--- config.mk ---
export PLATFORM = sky130hd
export DESIGN_NAME = channel_scan_scheduler_top
export DESIGN_NICKNAME = d
export VERILOG_FILES = /design/src/hdl/css_pkg.sv /design/src/hdl/css_regs.sv /design/src/hdl/css_core.sv /design/src/hdl/channel_scan_scheduler_top.sv
export SDC_FILE = /design/constraint.sdc
export NUM_CORES = 1
export LEC_CHECK = 0
export ABC_AREA = 0
export BUFFER_PORTS_ARGS = -buffer_cell sky130_fd_sc_hd__buf_4
export CORE_ASPECT_RATIO = 0.6
export CORE_UTILIZATION = 39
export DETAILED_ROUTE_END_ITERATION = 12
export SETUP_SLACK_MARGIN = 0.1
export SYNTH_ARGS = -nofsm -noshare
export SYNTH_HDL_FRONTEND = slang
export SYNTH_SLANG_ARGS = --single-unit
--- constraint.sdc ---
create_clock -name clock -period 2.85 [get_ports clock]
set_input_delay 0.285 -clock clock [delete_from_list [all_inputs] [get_ports clock]]
set_output_delay 0.285 -clock clock [all_outputs]
set_load 0.05 [all_outputs]
--- src/hdl/css_pkg.sv ---
// ----------------------------------------------------------------------------
// css_pkg
// shared types and constants of the channel scan scheduler
// ----------------------------------------------------------------------------
package css_pkg;

   localparam int MAX_CHANNELS = 7;
   localparam int PHASE_W      = 4;
   localparam int CHAN_W       = 3;
   localparam int PERIOD_W     = 16;
   localparam int CSR_ADDR_W   = 5;
   localparam int CSR_DATA_W   = 32;

   localparam logic [CHAN_W-1:0]   NO_CHANNEL   = 3'd7;
   localparam logic [PHASE_W-1:0]  PERIOD_PHASE = 4'd8;
   localparam logic [PERIOD_W-1:0] SECOND_PERIOD_RESET = 16'd600;
   localparam logic [PERIOD_W-1:0] TIMEOUT_RESET       = 16'd255;

   typedef enum logic [1:0] {
      REQ_CLOCK = 2'd0,
      REQ_TICK  = 2'd1,
      REQ_CLEAR = 2'd2,
      REQ_ACK   = 2'd3
   } req_kind_type;

   typedef enum logic [2:0] {
      REG_ENABLE_MASK    = 3'd0,
      REG_FIRST_PERIOD   = 3'd1,
      REG_SECOND_PERIOD  = 3'd2,
      REG_FIRST_ENABLE   = 3'd3,
      REG_SECOND_ENABLE  = 3'd4,
      REG_CLOCK_TIMEOUT  = 3'd5
   } reg_index_type;

   typedef struct packed {
      logic [1:0]        req_type;
      logic [CHAN_W-1:0] channel;
      logic              period_select;
   } req_item_type;

   typedef struct packed {
      logic [MAX_CHANNELS-1:0] pending_mask;
      logic [CHAN_W-1:0]       next_channel;
      logic                    first_due;
      logic                    second_due;
      logic                    clock_fail;
      logic [PHASE_W-1:0]      phase;
   } rsp_item_type;

   typedef struct packed {
      logic [MAX_CHANNELS-1:0] channel_enable_mask;
      logic [PERIOD_W-1:0]     first_period;
      logic [PERIOD_W-1:0]     second_period;
      logic                    first_period_enable;
      logic                    second_period_enable;
      logic [PERIOD_W-1:0]     clock_timeout;
   } cfg_type;

endpackage

--- src/hdl/css_regs.sv ---
// ----------------------------------------------------------------------------
// css_regs
// configuration registers behind the apb-style port
// ----------------------------------------------------------------------------
module css_regs #(
   parameter int NUM_CHANNELS = 7
) (
   input  logic                                clock,
   input  logic                                reset,
   input  logic                                psel,
   input  logic                                penable,
   input  logic                                pwrite,
   input  logic [css_pkg::CSR_ADDR_W-1:0]      paddr,
   input  logic [css_pkg::CSR_DATA_W-1:0]      pwdata,
   output logic [css_pkg::CSR_DATA_W-1:0]      prdata,
   output logic                                pready,
   output css_pkg::cfg_type                    cfg
);

   localparam logic [css_pkg::MAX_CHANNELS-1:0] CHAN_MASK =
      css_pkg::MAX_CHANNELS'((1 << NUM_CHANNELS) - 1);

   css_pkg::cfg_type      cfg_ff;
   css_pkg::cfg_type      cfg_in;
   css_pkg::reg_index_type reg_index;
   logic                  write_en;

   assign reg_index = css_pkg::reg_index_type'(paddr[css_pkg::CSR_ADDR_W-1:2]);
   assign write_en  = psel && penable && pwrite;
   assign pready    = 1'b1;
   assign cfg       = cfg_ff;

   always_comb begin
      cfg_in = cfg_ff;
      if (write_en) begin
         unique case (reg_index)
            css_pkg::REG_ENABLE_MASK:
               cfg_in.channel_enable_mask = pwdata[css_pkg::MAX_CHANNELS-1:0] & CHAN_MASK;
            css_pkg::REG_FIRST_PERIOD:  cfg_in.first_period  = pwdata[css_pkg::PERIOD_W-1:0];
            css_pkg::REG_SECOND_PERIOD: cfg_in.second_period = pwdata[css_pkg::PERIOD_W-1:0];
            css_pkg::REG_FIRST_ENABLE:  cfg_in.first_period_enable  = pwdata[0];
            css_pkg::REG_SECOND_ENABLE: cfg_in.second_period_enable = pwdata[0];
            css_pkg::REG_CLOCK_TIMEOUT: cfg_in.clock_timeout = pwdata[css_pkg::PERIOD_W-1:0];
            default: ;
         endcase
      end
   end

   always_comb begin
      prdata = '0;
      unique case (reg_index)
         css_pkg::REG_ENABLE_MASK:
            prdata = css_pkg::CSR_DATA_W'(cfg_ff.channel_enable_mask);
         css_pkg::REG_FIRST_PERIOD:  prdata = css_pkg::CSR_DATA_W'(cfg_ff.first_period);
         css_pkg::REG_SECOND_PERIOD: prdata = css_pkg::CSR_DATA_W'(cfg_ff.second_period);
         css_pkg::REG_FIRST_ENABLE:
            prdata = css_pkg::CSR_DATA_W'(cfg_ff.first_period_enable);
         css_pkg::REG_SECOND_ENABLE:
            prdata = css_pkg::CSR_DATA_W'(cfg_ff.second_period_enable);
         css_pkg::REG_CLOCK_TIMEOUT: prdata = css_pkg::CSR_DATA_W'(cfg_ff.clock_timeout);
         default: prdata = '0;
      endcase
   end

   always_ff @(posedge clock) begin
      if (reset) begin
         cfg_ff.channel_enable_mask  <= '0;
         cfg_ff.first_period         <= '0;
         cfg_ff.second_period        <= css_pkg::SECOND_PERIOD_RESET;
         cfg_ff.first_period_enable  <= 1'b0;
         cfg_ff.second_period_enable <= 1'b1;
         cfg_ff.clock_timeout        <= css_pkg::TIMEOUT_RESET;
      end else begin
         cfg_ff <= cfg_in;
      end
   end

endmodule

--- src/hdl/css_core.sv ---
// ----------------------------------------------------------------------------
// css_core
// scheduler state and its update for one request
// ----------------------------------------------------------------------------
module css_core #(
   parameter int NUM_CHANNELS = 7,
   parameter int COUNT_BITS   = 16
) (
   input  logic                  clock,
   input  logic                  reset,
   input  logic                  update,
   input  css_pkg::req_item_type item,
   input  css_pkg::cfg_type      cfg,
   output css_pkg::rsp_item_type result
);

   localparam int CMP_W = (COUNT_BITS > css_pkg::PERIOD_W) ? COUNT_BITS : css_pkg::PERIOD_W;
   localparam logic [COUNT_BITS-1:0] COUNT_ONE = COUNT_BITS'(1);

   logic [css_pkg::PHASE_W-1:0]      phase_ff,   phase_in;
   logic [css_pkg::MAX_CHANNELS-1:0] pending_ff, pending_in;
   logic [COUNT_BITS-1:0]            first_count_ff,  first_count_in;
   logic [COUNT_BITS-1:0]            second_count_ff, second_count_in;
   logic                             first_flag_ff,   first_flag_in;
   logic                             second_flag_ff,  second_flag_in;
   logic [COUNT_BITS-1:0]            wait_count_ff,   wait_count_in;
   logic                             fail_ff,         fail_in;

   logic [css_pkg::PHASE_W-1:0] phase_step;
   logic [COUNT_BITS-1:0]       first_step;
   logic [COUNT_BITS-1:0]       second_step;
   logic [css_pkg::CHAN_W-1:0]  lowest;

   assign phase_step  = phase_ff + 4'd1;
   assign first_step  = first_count_ff + COUNT_ONE;
   assign second_step = second_count_ff + COUNT_ONE;

   always_comb begin
      phase_in        = phase_ff;
      pending_in      = pending_ff;
      first_count_in  = first_count_ff;
      second_count_in = second_count_ff;
      first_flag_in   = first_flag_ff;
      second_flag_in  = second_flag_ff;
      wait_count_in   = wait_count_ff;
      fail_in         = fail_ff;
      case (css_pkg::req_kind_type'(item.req_type))
         css_pkg::REQ_CLOCK: begin
            // phase codes past the period phase fall back to zero as well
            if (phase_step < css_pkg::PERIOD_PHASE) begin
               phase_in = phase_step;
            end else begin
               phase_in = '0;
            end
            for (int i = 0; i < NUM_CHANNELS; i++) begin
               if (phase_step == css_pkg::PHASE_W'(i + 1)) begin
                  pending_in[i] = cfg.channel_enable_mask[i];
               end
            end
            if (phase_step == css_pkg::PERIOD_PHASE) begin
               first_count_in  = first_step;
               second_count_in = second_step;
               if (first_step == COUNT_BITS'(cfg.first_period)) begin
                  first_flag_in  = 1'b1;
                  first_count_in = '0;
               end
               if (second_step == COUNT_BITS'(cfg.second_period)) begin
                  second_flag_in  = 1'b1;
                  second_count_in = '0;
               end
            end
            wait_count_in = '0;
            fail_in       = 1'b0;
         end
         css_pkg::REQ_TICK: begin
            if (CMP_W'(wait_count_ff) > CMP_W'(cfg.clock_timeout)) begin
               fail_in       = 1'b1;
               wait_count_in = '0;
            end else begin
               wait_count_in = wait_count_ff + COUNT_ONE;
            end
         end
         css_pkg::REQ_CLEAR: begin
            for (int i = 0; i < NUM_CHANNELS; i++) begin
               if (item.channel == css_pkg::CHAN_W'(i)) begin
                  pending_in[i] = 1'b0;
               end
            end
         end
         default: begin
            if (item.period_select) begin
               second_flag_in = 1'b0;
            end else begin
               first_flag_in = 1'b0;
            end
         end
      endcase
   end

   // lowest pending channel
   always_comb begin
      lowest = css_pkg::NO_CHANNEL;
      for (int i = NUM_CHANNELS - 1; i >= 0; i--) begin
         if (pending_in[i]) begin
            lowest = css_pkg::CHAN_W'(i);
         end
      end
   end

   always_comb begin
      result.pending_mask = pending_in;
      result.next_channel = lowest;
      result.first_due    = first_flag_in & cfg.first_period_enable;
      result.second_due   = second_flag_in & cfg.second_period_enable;
      result.clock_fail   = fail_in;
      result.phase        = phase_in;
   end

   always_ff @(posedge clock) begin
      if (reset) begin
         phase_ff        <= '0;
         pending_ff      <= '0;
         first_count_ff  <= '0;
         second_count_ff <= '0;
         first_flag_ff   <= 1'b0;
         second_flag_ff  <= 1'b0;
         wait_count_ff   <= '0;
         fail_ff         <= 1'b0;
      end else if (update) begin
         phase_ff        <= phase_in;
         pending_ff      <= pending_in;
         first_count_ff  <= first_count_in;
         second_count_ff <= second_count_in;
         first_flag_ff   <= first_flag_in;
         second_flag_ff  <= second_flag_in;
         wait_count_ff   <= wait_count_in;
         fail_ff         <= fail_in;
      end
   end

endmodule

--- src/hdl/channel_scan_scheduler_top.sv ---
// ----------------------------------------------------------------------------
// channel_scan_scheduler_top
// sampling-clock scheduler for a multi-channel sensor scan
// ----------------------------------------------------------------------------
// requests arrive on the req_ channel: clock pulse, timer tick, channel clear
// or period acknowledge. every request gives exactly one status transfer on
// the rsp_ channel with the pending mask, lowest pending channel, period due
// flags, clock failure flag and scan phase after that request.
// a request is taken into an input register, then the state update and the
// status word are computed combinationally and captured in the output register.
// status valid rises once the request has passed the input register and the
// output register; throughput is one request per cycle while the receiver
// does not stall.
// while the receiver stalls the held status stays put, the input register
// still takes one more request, and then req_ready drops.
// the apb-style port writes and reads the six configuration registers at
// byte addresses 0 to 20; pready is always high.
// synchronous reset clears all scheduler state and both valid bits and loads
// the register defaults (second period 600, second enable on, timeout 255).
// ----------------------------------------------------------------------------
module channel_scan_scheduler_top #(
   parameter int NUM_CHANNELS = 7,
   parameter int COUNT_BITS   = 16
) (
   input  logic                            clock,
   input  logic                            reset,
   input  logic                            req_valid,
   output logic                            req_ready,
   input  css_pkg::req_item_type           req_data,
   output logic                            rsp_valid,
   input  logic                            rsp_ready,
   output css_pkg::rsp_item_type           rsp_data,
   input  logic                            psel,
   input  logic                            penable,
   input  logic                            pwrite,
   input  logic [css_pkg::CSR_ADDR_W-1:0]  paddr,
   input  logic [css_pkg::CSR_DATA_W-1:0]  pwdata,
   output logic [css_pkg::CSR_DATA_W-1:0]  prdata,
   output logic                            pready
);

   logic                  in_valid_ff,  in_valid_in;
   css_pkg::req_item_type in_data_ff,   in_data_in;
   logic                  out_valid_ff, out_valid_in;
   css_pkg::rsp_item_type out_data_ff,  out_data_in;

   logic                  advance;
   logic                  req_fire;
   css_pkg::cfg_type      cfg;
   css_pkg::rsp_item_type result;

   css_regs #(
      .NUM_CHANNELS (NUM_CHANNELS)
   ) u_regs (
      .clock   (clock),
      .reset   (reset),
      .psel    (psel),
      .penable (penable),
      .pwrite  (pwrite),
      .paddr   (paddr),
      .pwdata  (pwdata),
      .prdata  (prdata),
      .pready  (pready),
      .cfg     (cfg)
   );

   css_core #(
      .NUM_CHANNELS (NUM_CHANNELS),
      .COUNT_BITS   (COUNT_BITS)
   ) u_core (
      .clock  (clock),
      .reset  (reset),
      .update (advance),
      .item   (in_data_ff),
      .cfg    (cfg),
      .result (result)
   );

   assign advance   = in_valid_ff && (!out_valid_ff || rsp_ready);
   assign req_ready = !in_valid_ff || advance;
   assign req_fire  = req_valid && req_ready;
   assign rsp_valid = out_valid_ff;
   assign rsp_data  = out_data_ff;

   always_comb begin
      in_valid_in = in_valid_ff;
      in_data_in  = in_data_ff;
      if (req_fire) begin
         in_valid_in = 1'b1;
         in_data_in  = req_data;
      end else if (advance) begin
         in_valid_in = 1'b0;
      end
   end

   always_comb begin
      out_valid_in = out_valid_ff;
      out_data_in  = out_data_ff;
      if (advance) begin
         out_valid_in = 1'b1;
         out_data_in  = result;
      end else if (rsp_ready) begin
         out_valid_in = 1'b0;
      end
   end

   always_ff @(posedge clock) begin
      if (reset) begin
         in_valid_ff  <= 1'b0;
         out_valid_ff <= 1'b0;
      end else begin
         in_valid_ff  <= in_valid_in;
         out_valid_ff <= out_valid_in;
      end
   end

   always_ff @(posedge clock) begin
      in_data_ff  <= in_data_in;
      out_data_ff <= out_data_in;
   end

endmodule

==> out/qor.yml, run 1 <==
post-route-period-util_pct: 93.0
quantity_of_i_o_buffers_inserted_on_ports: 66
row_count: 41
cts_root_buffer: "sky130_fd_sc_hd__clkbuf_16"
skew_ps: 9.08
grt_remaining_overflow: 0
run_status: "complete, no violations"
insertedDiodeCount: 0
syn_to_final_growth_pct: 18.2
first_pass_grt_wire_length_um: 39500
tritoncts_clock_tree: "done"
wl_um: 25600
cpMaxStageDelayCell: "sky130_fd_sc_hd__dfxtp_2"
timing_worst_setup_path_type: "flop to flop"
drive_above_1_share_pct: 17.5
yosys_warnings: 0
critical_path.max_fanout: 7
timing_max_transition_violations_final: 0
hold_viol_final: 0
max_freq_ghz: 0.377
power_mw: 4.90
worst_ep_required_time_ps: 3180
critPathCaptureType: "flop"
drtIter0Drc: 723
synth.area.top_cells: "sky130_fd_sc_hd__dfxtp_1 (29%), sky130_fd_sc_hd__edfxtp_1 (8.2%), sky130_fd_sc_hd__nand2_1 (6.6%)"
width_of_the_chip_um: 192
timing.setup.tns_ps: 0
ctsHtreeMaxLevel: 4
most_common_cell_after_layout_fill_and_taps_aside: "sky130_fd_sc_hd__nand2_1"
ctsLongestPathBuffers: 2
antenna_violating_nets_post_route: 0
critical_path.most_common_cell: "sky130_fd_sc_hd__buf_4"
tritoncts.num_buffers: 17
first_global_vias: 6816
synthDistinctLibCells: 79
synth_seq_area_share_pct: 36.8
stdcell_count: 1400
final_design_area_no_fill_um2: 9990
globalplace.congestion: 0.917
layout.filler_cells: 2049
number_of_antenna_violations_at_the_first_check_in_global_routing: 0
initial_core_util_pct: 40.0
worst-slew-pin-transition_ps: 827
post_synth_instance_area_um2: 8450
io-pin-count: 102
dp.cells: 1363
routed_vias_inst: 5.55
p_leak_nw: 3.89
core_outline_area_um2: 21100
finish.net_count: 1186
clk_pin_slew_worst_paths_ps: 60
postCtsHoldBufs: 0
postSynthRegisterBits: 144
final.min_clock_period_ps: 2650
post_detailed_placement_cell_area_um2: 9300
post_drt_wl_per_cell_um: 18.3
dieHeight_um: 116
post-synth-top-area-cell: "sky130_fd_sc_hd__dfxtp_1"
cp-start-kind: "flop"
hold_path_class: "primary input to flop"
peakVddDrop_uv: 429
detail_route.first_pass.iterations: 7
synthCells: 1033
number_of_flops_mapped_to_enable_cells_by_yosys: 23
synth_ff_type: "sky130_fd_sc_hd__dfxtp_1"
fin_util_pct: 47.3
maximum_number_of_pins_on_one_net_before_global_route_repair: 45
final_cell_mix: "sky130_fd_sc_hd__nand2_1 (148), sky130_fd_sc_hd__buf_4 (119), sky130_fd_sc_hd__dfxtp_1 (114)"
crit_chain: "buf_4 -> nand4_2 -> or2_1 -> o31a_1 -> a211o_1 -> nor4_4 -> buf_4 -> and4bb_1 -> a221o_2"
die_area_um2: 22300
grt_use_total_pct: 23.6
pre_cts_ws_ps: 52.0
place.detailed.hpwl_um: 18700
synth_async_sr_flop_share_pct: 0
number_of_clock_sinks: 144
slew_headroom_pct: 44.8
detailroute.via_count: 7764
finalWorstSetupSlack_ps: 199
worstSkewPairLatency_ps: 440
finalSetupViolations: 0
finalHoldWorstSlack_ps: 15.7
post_synth.cell_area_avg_um2: 8.18
max-cap-violations: 0
power.density_cell_area_nw_per_um2: 490
cp_slowest_stage_delay_ps: 350
timing.critical_path.arrival_ps: 2980
area_share_of_the_largest_cell_type_after_synthesis_pct: 28.7
drcViolationCount: 0
where the power goes:
part / leakage, nW / switching, mW / total [mW] / internal (mW)
registers: 1.20 / 0.0312 / 2.14 / 2.11
logic: 2.39 / 0.320 / 0.459 / 0.138
clock network: 0.296 / 0.936 / 2.30 / 1.37
worst max-delay path, delay by kind of cell, from the launching register on:
kind | cells | cell delay (ps)
DFF | 1 | 350
buffers and inverters | 2 | 320
and+or+nand+nor | 4 | 1010
AOI/OAI and AO/OA | 3 | 850
layout make-up:
type / instances / area [µm²] / share of cell area, %
multi-input combinational: 790 / 4890 / 48.9
sequential: 144 / 3120 / 31.3
timing repair buffer: 119 / 893 / 8.94
clock buffer: 20 / 468 / 4.68
tap: 279 / 349 / 3.49
inverter: 36 / 135 / 1.35
clock inverter: 12 / 131 / 1.32
cell usage after synthesis, drive strengths merged (5+ instances only):
library cell,n
ha,28
xnor2,41
and2,6
nand3,38
and4,6
or3,6
inv,35
a221o,7
nor3,28
nand2,148
a21oi,62
a31oi,16
nor4b,9
and3,11
a22o,7
a211o,9
dfxtp,121
a21o,5
nor2b,10
nand4,25
nand2b,20
buf,36
mux2,5
mux2i,25
o211ai,6
nor4,15
nand3b,9
xor2,19
nor2,91
clkbuf,42
edfxtp,23
a211oi,10
o21ai,60
timing repair:
item / in CTS / in global routing
endpoints found under the setup margin: 9 / 34
gates cloned: 0 / 0
pin swaps: 1 / 4
setup buffers: 2 / 3
gates resized for setup: 3 / 17
per-layer routing:
layer	global-route usage, %	share of wire [%]	vias to the layer above
met2	31.0	39	254
li1	-	-	3781
met1	36.7	53	3712
met3	6.75	7.2	17
met4	5.62	0.79	0
met5	0	0	-
state kept, by name (all words and copies together), names as in the netlist:
signal                  count
u_core.fail_ff              1
u_core.phase_ff             4
rsp_valid                   1
u_core.wait_count_ff       16
u_core.second_count_ff     16
in_valid_ff                 1
in_data_ff                  6
u_core.second_flag_ff       1
rsp_data                   17
u_core.pending_ff           7
u_core.first_flag_ff        1
u_core.first_count_ff      16
u_regs.cfg                 57
worst paths after layout:
path,start,endpoint,slack [ps],cells after the start
hold / removal,req_data[4],in_data_ff[4],20,1
hold reg to reg,u_regs.cfg[34],u_regs.cfg[34],480,2
setup / recovery,u_core.first_count_ff[0],u_core.first_count_ff[2],200,9
setup reg to reg,u_core.first_count_ff[0],u_core.first_count_ff[2],200,9
cells by family (layout without fill, tap and decap cells):
logic type,after synthesis,after routing,share of synthesized area [%]
buf+inv,114,187,6.76
mux,30,30,3.63
flops,144,144,36.8
fa+ha+maj,28,28,4.14
xor+xnor,61,61,6.48
other cells,2,17,0.0888
compound gates,215,215,16.1
simple gates,439,439,26.0
Power figures use the tool's default switching activity.
==> run 2: changes to the inputs <==
--- a/config.mk
+++ b/config.mk
@@ -7,9 +7,12 @@
 export LEC_CHECK = 0
 export ABC_AREA = 0
 export BUFFER_PORTS_ARGS = -buffer_cell sky130_fd_sc_hd__buf_4
+export CELL_PAD_IN_SITES_DETAIL_PLACEMENT = 1
+export CELL_PAD_IN_SITES_GLOBAL_PLACEMENT = 2
 export CORE_ASPECT_RATIO = 0.6
-export CORE_UTILIZATION = 39
+export CORE_UTILIZATION = 32
 export DETAILED_ROUTE_END_ITERATION = 12
+export PLACE_DENSITY_LB_ADDON = 0.1
 export SETUP_SLACK_MARGIN = 0.1
 export SYNTH_ARGS = -nofsm -noshare
 export SYNTH_HDL_FRONTEND = slang
==> out/qor.yml, run 2 (synthesis results as in run 1) <==
core_outline_area_um2: 25600
power.density_cell_area_nw_per_um2: 483
p_leak_nw: 4.00
drtIter0Drc: 508
final.min_clock_period_ps: 2730
skew_ps: 12.3
hold_viol_final: 0
hold_path_class: "primary input to flop"
detailroute.via_count: 7774
width_of_the_chip_um: 212
timing.setup.tns_ps: 0
wl_um: 29700
detail_route.first_pass.iterations: 4
timing_max_transition_violations_final: 0
maximum_number_of_pins_on_one_net_before_global_route_repair: 58
tritoncts_clock_tree: "done"
timing_worst_setup_path_type: "flop to flop"
tritoncts.num_buffers: 17
pre_cts_ws_ps: -53.9
worstSkewPairLatency_ps: 450
fin_util_pct: 40.1
first_pass_grt_wire_length_um: 45800
max_freq_ghz: 0.366
most_common_cell_after_layout_fill_and_taps_aside: "sky130_fd_sc_hd__nand2_1"
cts_root_buffer: "sky130_fd_sc_hd__clkbuf_16"
quantity_of_i_o_buffers_inserted_on_ports: 66
dp.cells: 1446
post-route-period-util_pct: 95.8
drive_above_1_share_pct: 18.0
grt_use_total_pct: 22.6
peakVddDrop_uv: 354
post_drt_wl_per_cell_um: 19.9
finish.net_count: 1202
first_global_vias: 7510
drcViolationCount: 0
globalplace.congestion: 0.804
place.detailed.hpwl_um: 22600
ctsLongestPathBuffers: 2
dieHeight_um: 128
final_cell_mix: "sky130_fd_sc_hd__nand2_1 (148), sky130_fd_sc_hd__buf_4 (127), sky130_fd_sc_hd__dfxtp_1 (115)"
layout.filler_cells: 3064
grt_remaining_overflow: 0
critical_path.max_fanout: 5
largest_register_ffs: 57
routed_vias_inst: 5.22
run_status: "complete, no violations"
finalWorstSetupSlack_ps: 119
worst_ep_required_time_ps: 3180
grt_setup_unrepaired: "yes"
die_area_um2: 27100
io-pin-count: 102
stdcell_count: 1489
cp-start-kind: "flop"
antenna_violating_nets_post_route: 0
finalHoldWorstSlack_ps: 63.4
syn_to_final_growth_pct: 21.6
worst-slew-pin-transition_ps: 894
ctsHtreeMaxLevel: 4
initial_core_util_pct: 33.0
insertedDiodeCount: 0
number_of_clock_sinks: 144
max-cap-violations: 0
clk_pin_slew_worst_paths_ps: 60
timing.critical_path.arrival_ps: 3060
number_of_antenna_violations_at_the_first_check_in_global_routing: 0
critPathCaptureType: "flop"
row_count: 45
slew_headroom_pct: 40.4
finalSetupViolations: 0
-- run 2: final timing paths --
check	from	to	slack, ps	depth (start not counted)
max	u_core.first_count_ff[0]	u_core.first_count_ff[2]	120	9
min	req_valid	in_valid_ff	60	3
max reg2reg	u_core.first_count_ff[0]	u_core.first_count_ff[2]	120	9
min reg2reg	u_regs.cfg[13]	u_regs.cfg[13]	490	2
-- run 2: cell type report --
type	count	area, µm²	area share, %
Inverter	36	135	1.31
Clock inverter	14	164	1.60
Timing Repair Buffer	135	1040	10.2
Multi-Input combinational cell	790	4940	48.0
Clock buffer	18	429	4.18
Tap cell	352	440	4.29
Sequential cell	144	3130	30.4
-- run 2: critical path, stage by stage, from the launching register on --
cell                       delay, ps
sky130_fd_sc_hd__dfxtp_4         360
sky130_fd_sc_hd__ha_4            130
sky130_fd_sc_hd__and4_4          280
sky130_fd_sc_hd__nand4_4          80
sky130_fd_sc_hd__or3_1           380
sky130_fd_sc_hd__a311o_1         390
sky130_fd_sc_hd__nor4_4          310
sky130_fd_sc_hd__buf_4           190
sky130_fd_sc_hd__and4bb_1        180
sky130_fd_sc_hd__a221o_2         300
-- run 2: through the flow --
stage | cell area [µm²] | power [mW]
after floorplan | 8520 | 2.50
after global placement | 9480 | 2.65
after detailed placement | 9480 | 2.66
after CTS | 10200 | 5.03
after global routing | 10300 | 5.15
final | 10300 | 4.97
-- run 2: metal layers --
| metal | share of wire (%) | up-vias | wire length, µm | global-route usage [%] |
|---|---|---|---|---|
| li1 | - | 3823 | - | - |
| met1 | 57 | 3820 | 17000 | 36.9 |
| met4 | 0.66 | 0 | 196 | 4.60 |
| met3 | 3.5 | 15 | 1050 | 4.02 |
| met2 | 38 | 116 | 11400 | 29.8 |
| met5 | 0 | - | 0 | 0 |
-- run 2: report_power, final --
part	total (mW)	internal (mW)	switching (mW)
clock network	2.35	1.37	0.974
logic	0.485	0.148	0.337
registers	2.14	2.11	0.0296
total	4.97	3.63	1.34
-- run 2: timing repair --
| action | CTS | global route |
|---|---|---|
| hold endpoints to repair | 6 | 0 |
| cloned | 0 | 0 |
| setup buffers | 1 | 4 |
| resized for setup | 6 | 21 |
| pin swaps | 1 | 14 |
| endpoints found under the setup margin | 17 | 30 |
| hold buffers | 6 | 0 |
==> run 3: changes to the inputs <==
--- a/config.mk
+++ b/config.mk
@@ -13,7 +13,9 @@
 export CORE_UTILIZATION = 32
 export DETAILED_ROUTE_END_ITERATION = 12
 export PLACE_DENSITY_LB_ADDON = 0.1
+export REMOVE_ABC_BUFFERS = 1
 export SETUP_SLACK_MARGIN = 0.1
+export SKIP_CTS_REPAIR_TIMING = 1
 export SYNTH_ARGS = -nofsm -noshare
 export SYNTH_HDL_FRONTEND = slang
 export SYNTH_SLANG_ARGS = --single-unit
==> out/qor.yml, run 3 (synthesis results as in run 1) <==
cpMaxStageDelayCell: "sky130_fd_sc_hd__or4b_2"
wl_um: 29800
run_status: "complete, no violations"
hold_path_class: "primary input to flop"
multiInputGateArea_um2: 4910
dp.cells: 1453
finish.net_count: 1207
drtIter0Drc: 424
first_pass_grt_wire_length_um: 45800
slew_headroom_pct: 39.9
post_drt_wl_per_cell_um: 19.9
detail_route.first_pass.iterations: 5
worstSkewPairLatency_ps: 450
ctsLongestPathBuffers: 2
layout.filler_cells: 3074
clk_pin_slew_worst_paths_ps: 60
insertedDiodeCount: 0
layout.area.seq_um2: 3120
critical_path.max_fanout: 10
critPathCaptureType: "flop"
tritoncts_clock_tree: "done"
drcViolationCount: 0
timing.critical_path.arrival_ps: 3000
timing_worst_setup_path_type: "flop to flop"
stdcell_count: 1494
cts_root_buffer: "sky130_fd_sc_hd__clkbuf_16"
worst-slew-pin-transition_ps: 898
core_outline_area_um2: 25600
cp_slowest_stage_delay_ps: 740
max_freq_ghz: 0.373
syn_to_final_growth_pct: 21.0
drive_above_1_share_pct: 18.1
fin_util_pct: 39.9
grt_remaining_overflow: 0
width_of_the_chip_um: 212
routed_vias_inst: 5.25
timing_max_transition_violations_final: 0
initial_core_util_pct: 33.0
grt_use_total_pct: 22.8
detailroute.via_count: 7850
quantity_of_i_o_buffers_inserted_on_ports: 66
max-cap-violations: 0
ctsHtreeMaxLevel: 4
post-route-period-util_pct: 94.0
p_leak_nw: 3.98
maximum_number_of_pins_on_one_net_before_global_route_repair: 56
skew_ps: 7.74
row_count: 45
tritoncts.num_buffers: 17
grt_setup_unrepaired: "yes"
die_area_um2: 27100
pre_cts_ws_ps: 60.4
place.detailed.hpwl_um: 22500
most_common_cell_after_layout_fill_and_taps_aside: "sky130_fd_sc_hd__nand2_1"
globalplace.congestion: 0.838
final.min_clock_period_ps: 2680
number_of_clock_sinks: 144
io-pin-count: 102
largest_register_ffs: 57
dieHeight_um: 128
worst_ep_required_time_ps: 3170
hold_viol_final: 0
final_cell_mix: "sky130_fd_sc_hd__nand2_1 (148), sky130_fd_sc_hd__buf_4 (133), sky130_fd_sc_hd__dfxtp_1 (118)"
timing.setup.tns_ps: 0
number_of_antenna_violations_at_the_first_check_in_global_routing: 0
antenna_violating_nets_post_route: 0
first_global_vias: 7433
finalSetupViolations: 0
cp-start-kind: "flop"
crit_chain: "ha_2 -> and3_2 -> nand2_1 -> o21ai_0 -> nand4_1 -> or4b_2 -> o31ai_2 -> o211ai_1"
power.density_cell_area_nw_per_um2: 477
finalWorstSetupSlack_ps: 170
finalHoldWorstSlack_ps: 12.0
peakVddDrop_uv: 249
run 3: cell count changes in the layout (fill, tap and decap cells not counted), moves of 2 or more:
cell	previous run	this run
sky130_fd_sc_hd__a21oi_1	62	60
sky130_fd_sc_hd__a21oi_2	0	2
sky130_fd_sc_hd__buf_4	127	133
sky130_fd_sc_hd__clkbuf_1	1	6
sky130_fd_sc_hd__clkbuf_8	0	2
sky130_fd_sc_hd__clkinvlp_4	5	1
sky130_fd_sc_hd__dfxtp_1	115	118
sky130_fd_sc_hd__dfxtp_4	2	0
sky130_fd_sc_hd__inv_6	2	0
sky130_fd_sc_hd__nor2_2	0	2
sky130_fd_sc_hd__nor3_2	1	4
sky130_fd_sc_hd__nor4_1	10	14
sky130_fd_sc_hd__nor4_2	3	0
run 3: metrics by stage:
stage | power, mW | area, µm²
finish | 4.88 | 10200
global placement | 2.66 | 9520
global route | 5.06 | 10200
CTS | 4.92 | 10100
detailed placement | 2.66 | 9520
floorplan | 2.44 | 8070
run 3: final timing paths:
path                                  start                    endpoint  slack, ps  cells past startpoint
setup reg to reg  u_core.second_count_ff[1]  u_core.second_count_ff[10]        170                      8
hold reg to reg               u_regs.cfg[9]               u_regs.cfg[9]        480                      2
hold / removal                  req_data[2]               in_data_ff[2]         10                      1
setup / recovery  u_core.second_count_ff[1]  u_core.second_count_ff[10]        170                      8
run 3: area by class of cell:
type | instances | share of cell area [%]
Clock inverter | 7 | 0.856
Multi-Input combinational cell | 791 | 48.0
Clock buffer | 25 | 4.65
Timing Repair Buffer | 139 | 10.4
Inverter | 36 | 1.32
Tap cell | 352 | 4.30
Sequential cell | 144 | 30.5
run 3: power by group:
| part | switching [mW] | internal [mW] | total [mW] |
|---|---|---|---|
| Clock | 0.921 | 1.33 | 2.25 |
| Combinational | 0.341 | 0.150 | 0.491 |
| Sequential | 0.0287 | 2.11 | 2.14 |
run 3: per-layer routing:
metal / wire length [µm] / vias up / GRT usage [%]
li1: - / 3833 / -
met1: 17900 / 3881 / 38.6
met4: 192 / 0 / 5.37
met2: 10700 / 122 / 27.9
met5: 0 / - / 0
met3: 1000 / 14 / 3.75
run 3: critical path: cells and delay by family, from the launching register on:
kind,cells,cell delay [ps]
flops,1,410
simple gates,4,1300
compound gates,3,600
fa+ha+maj,1,240
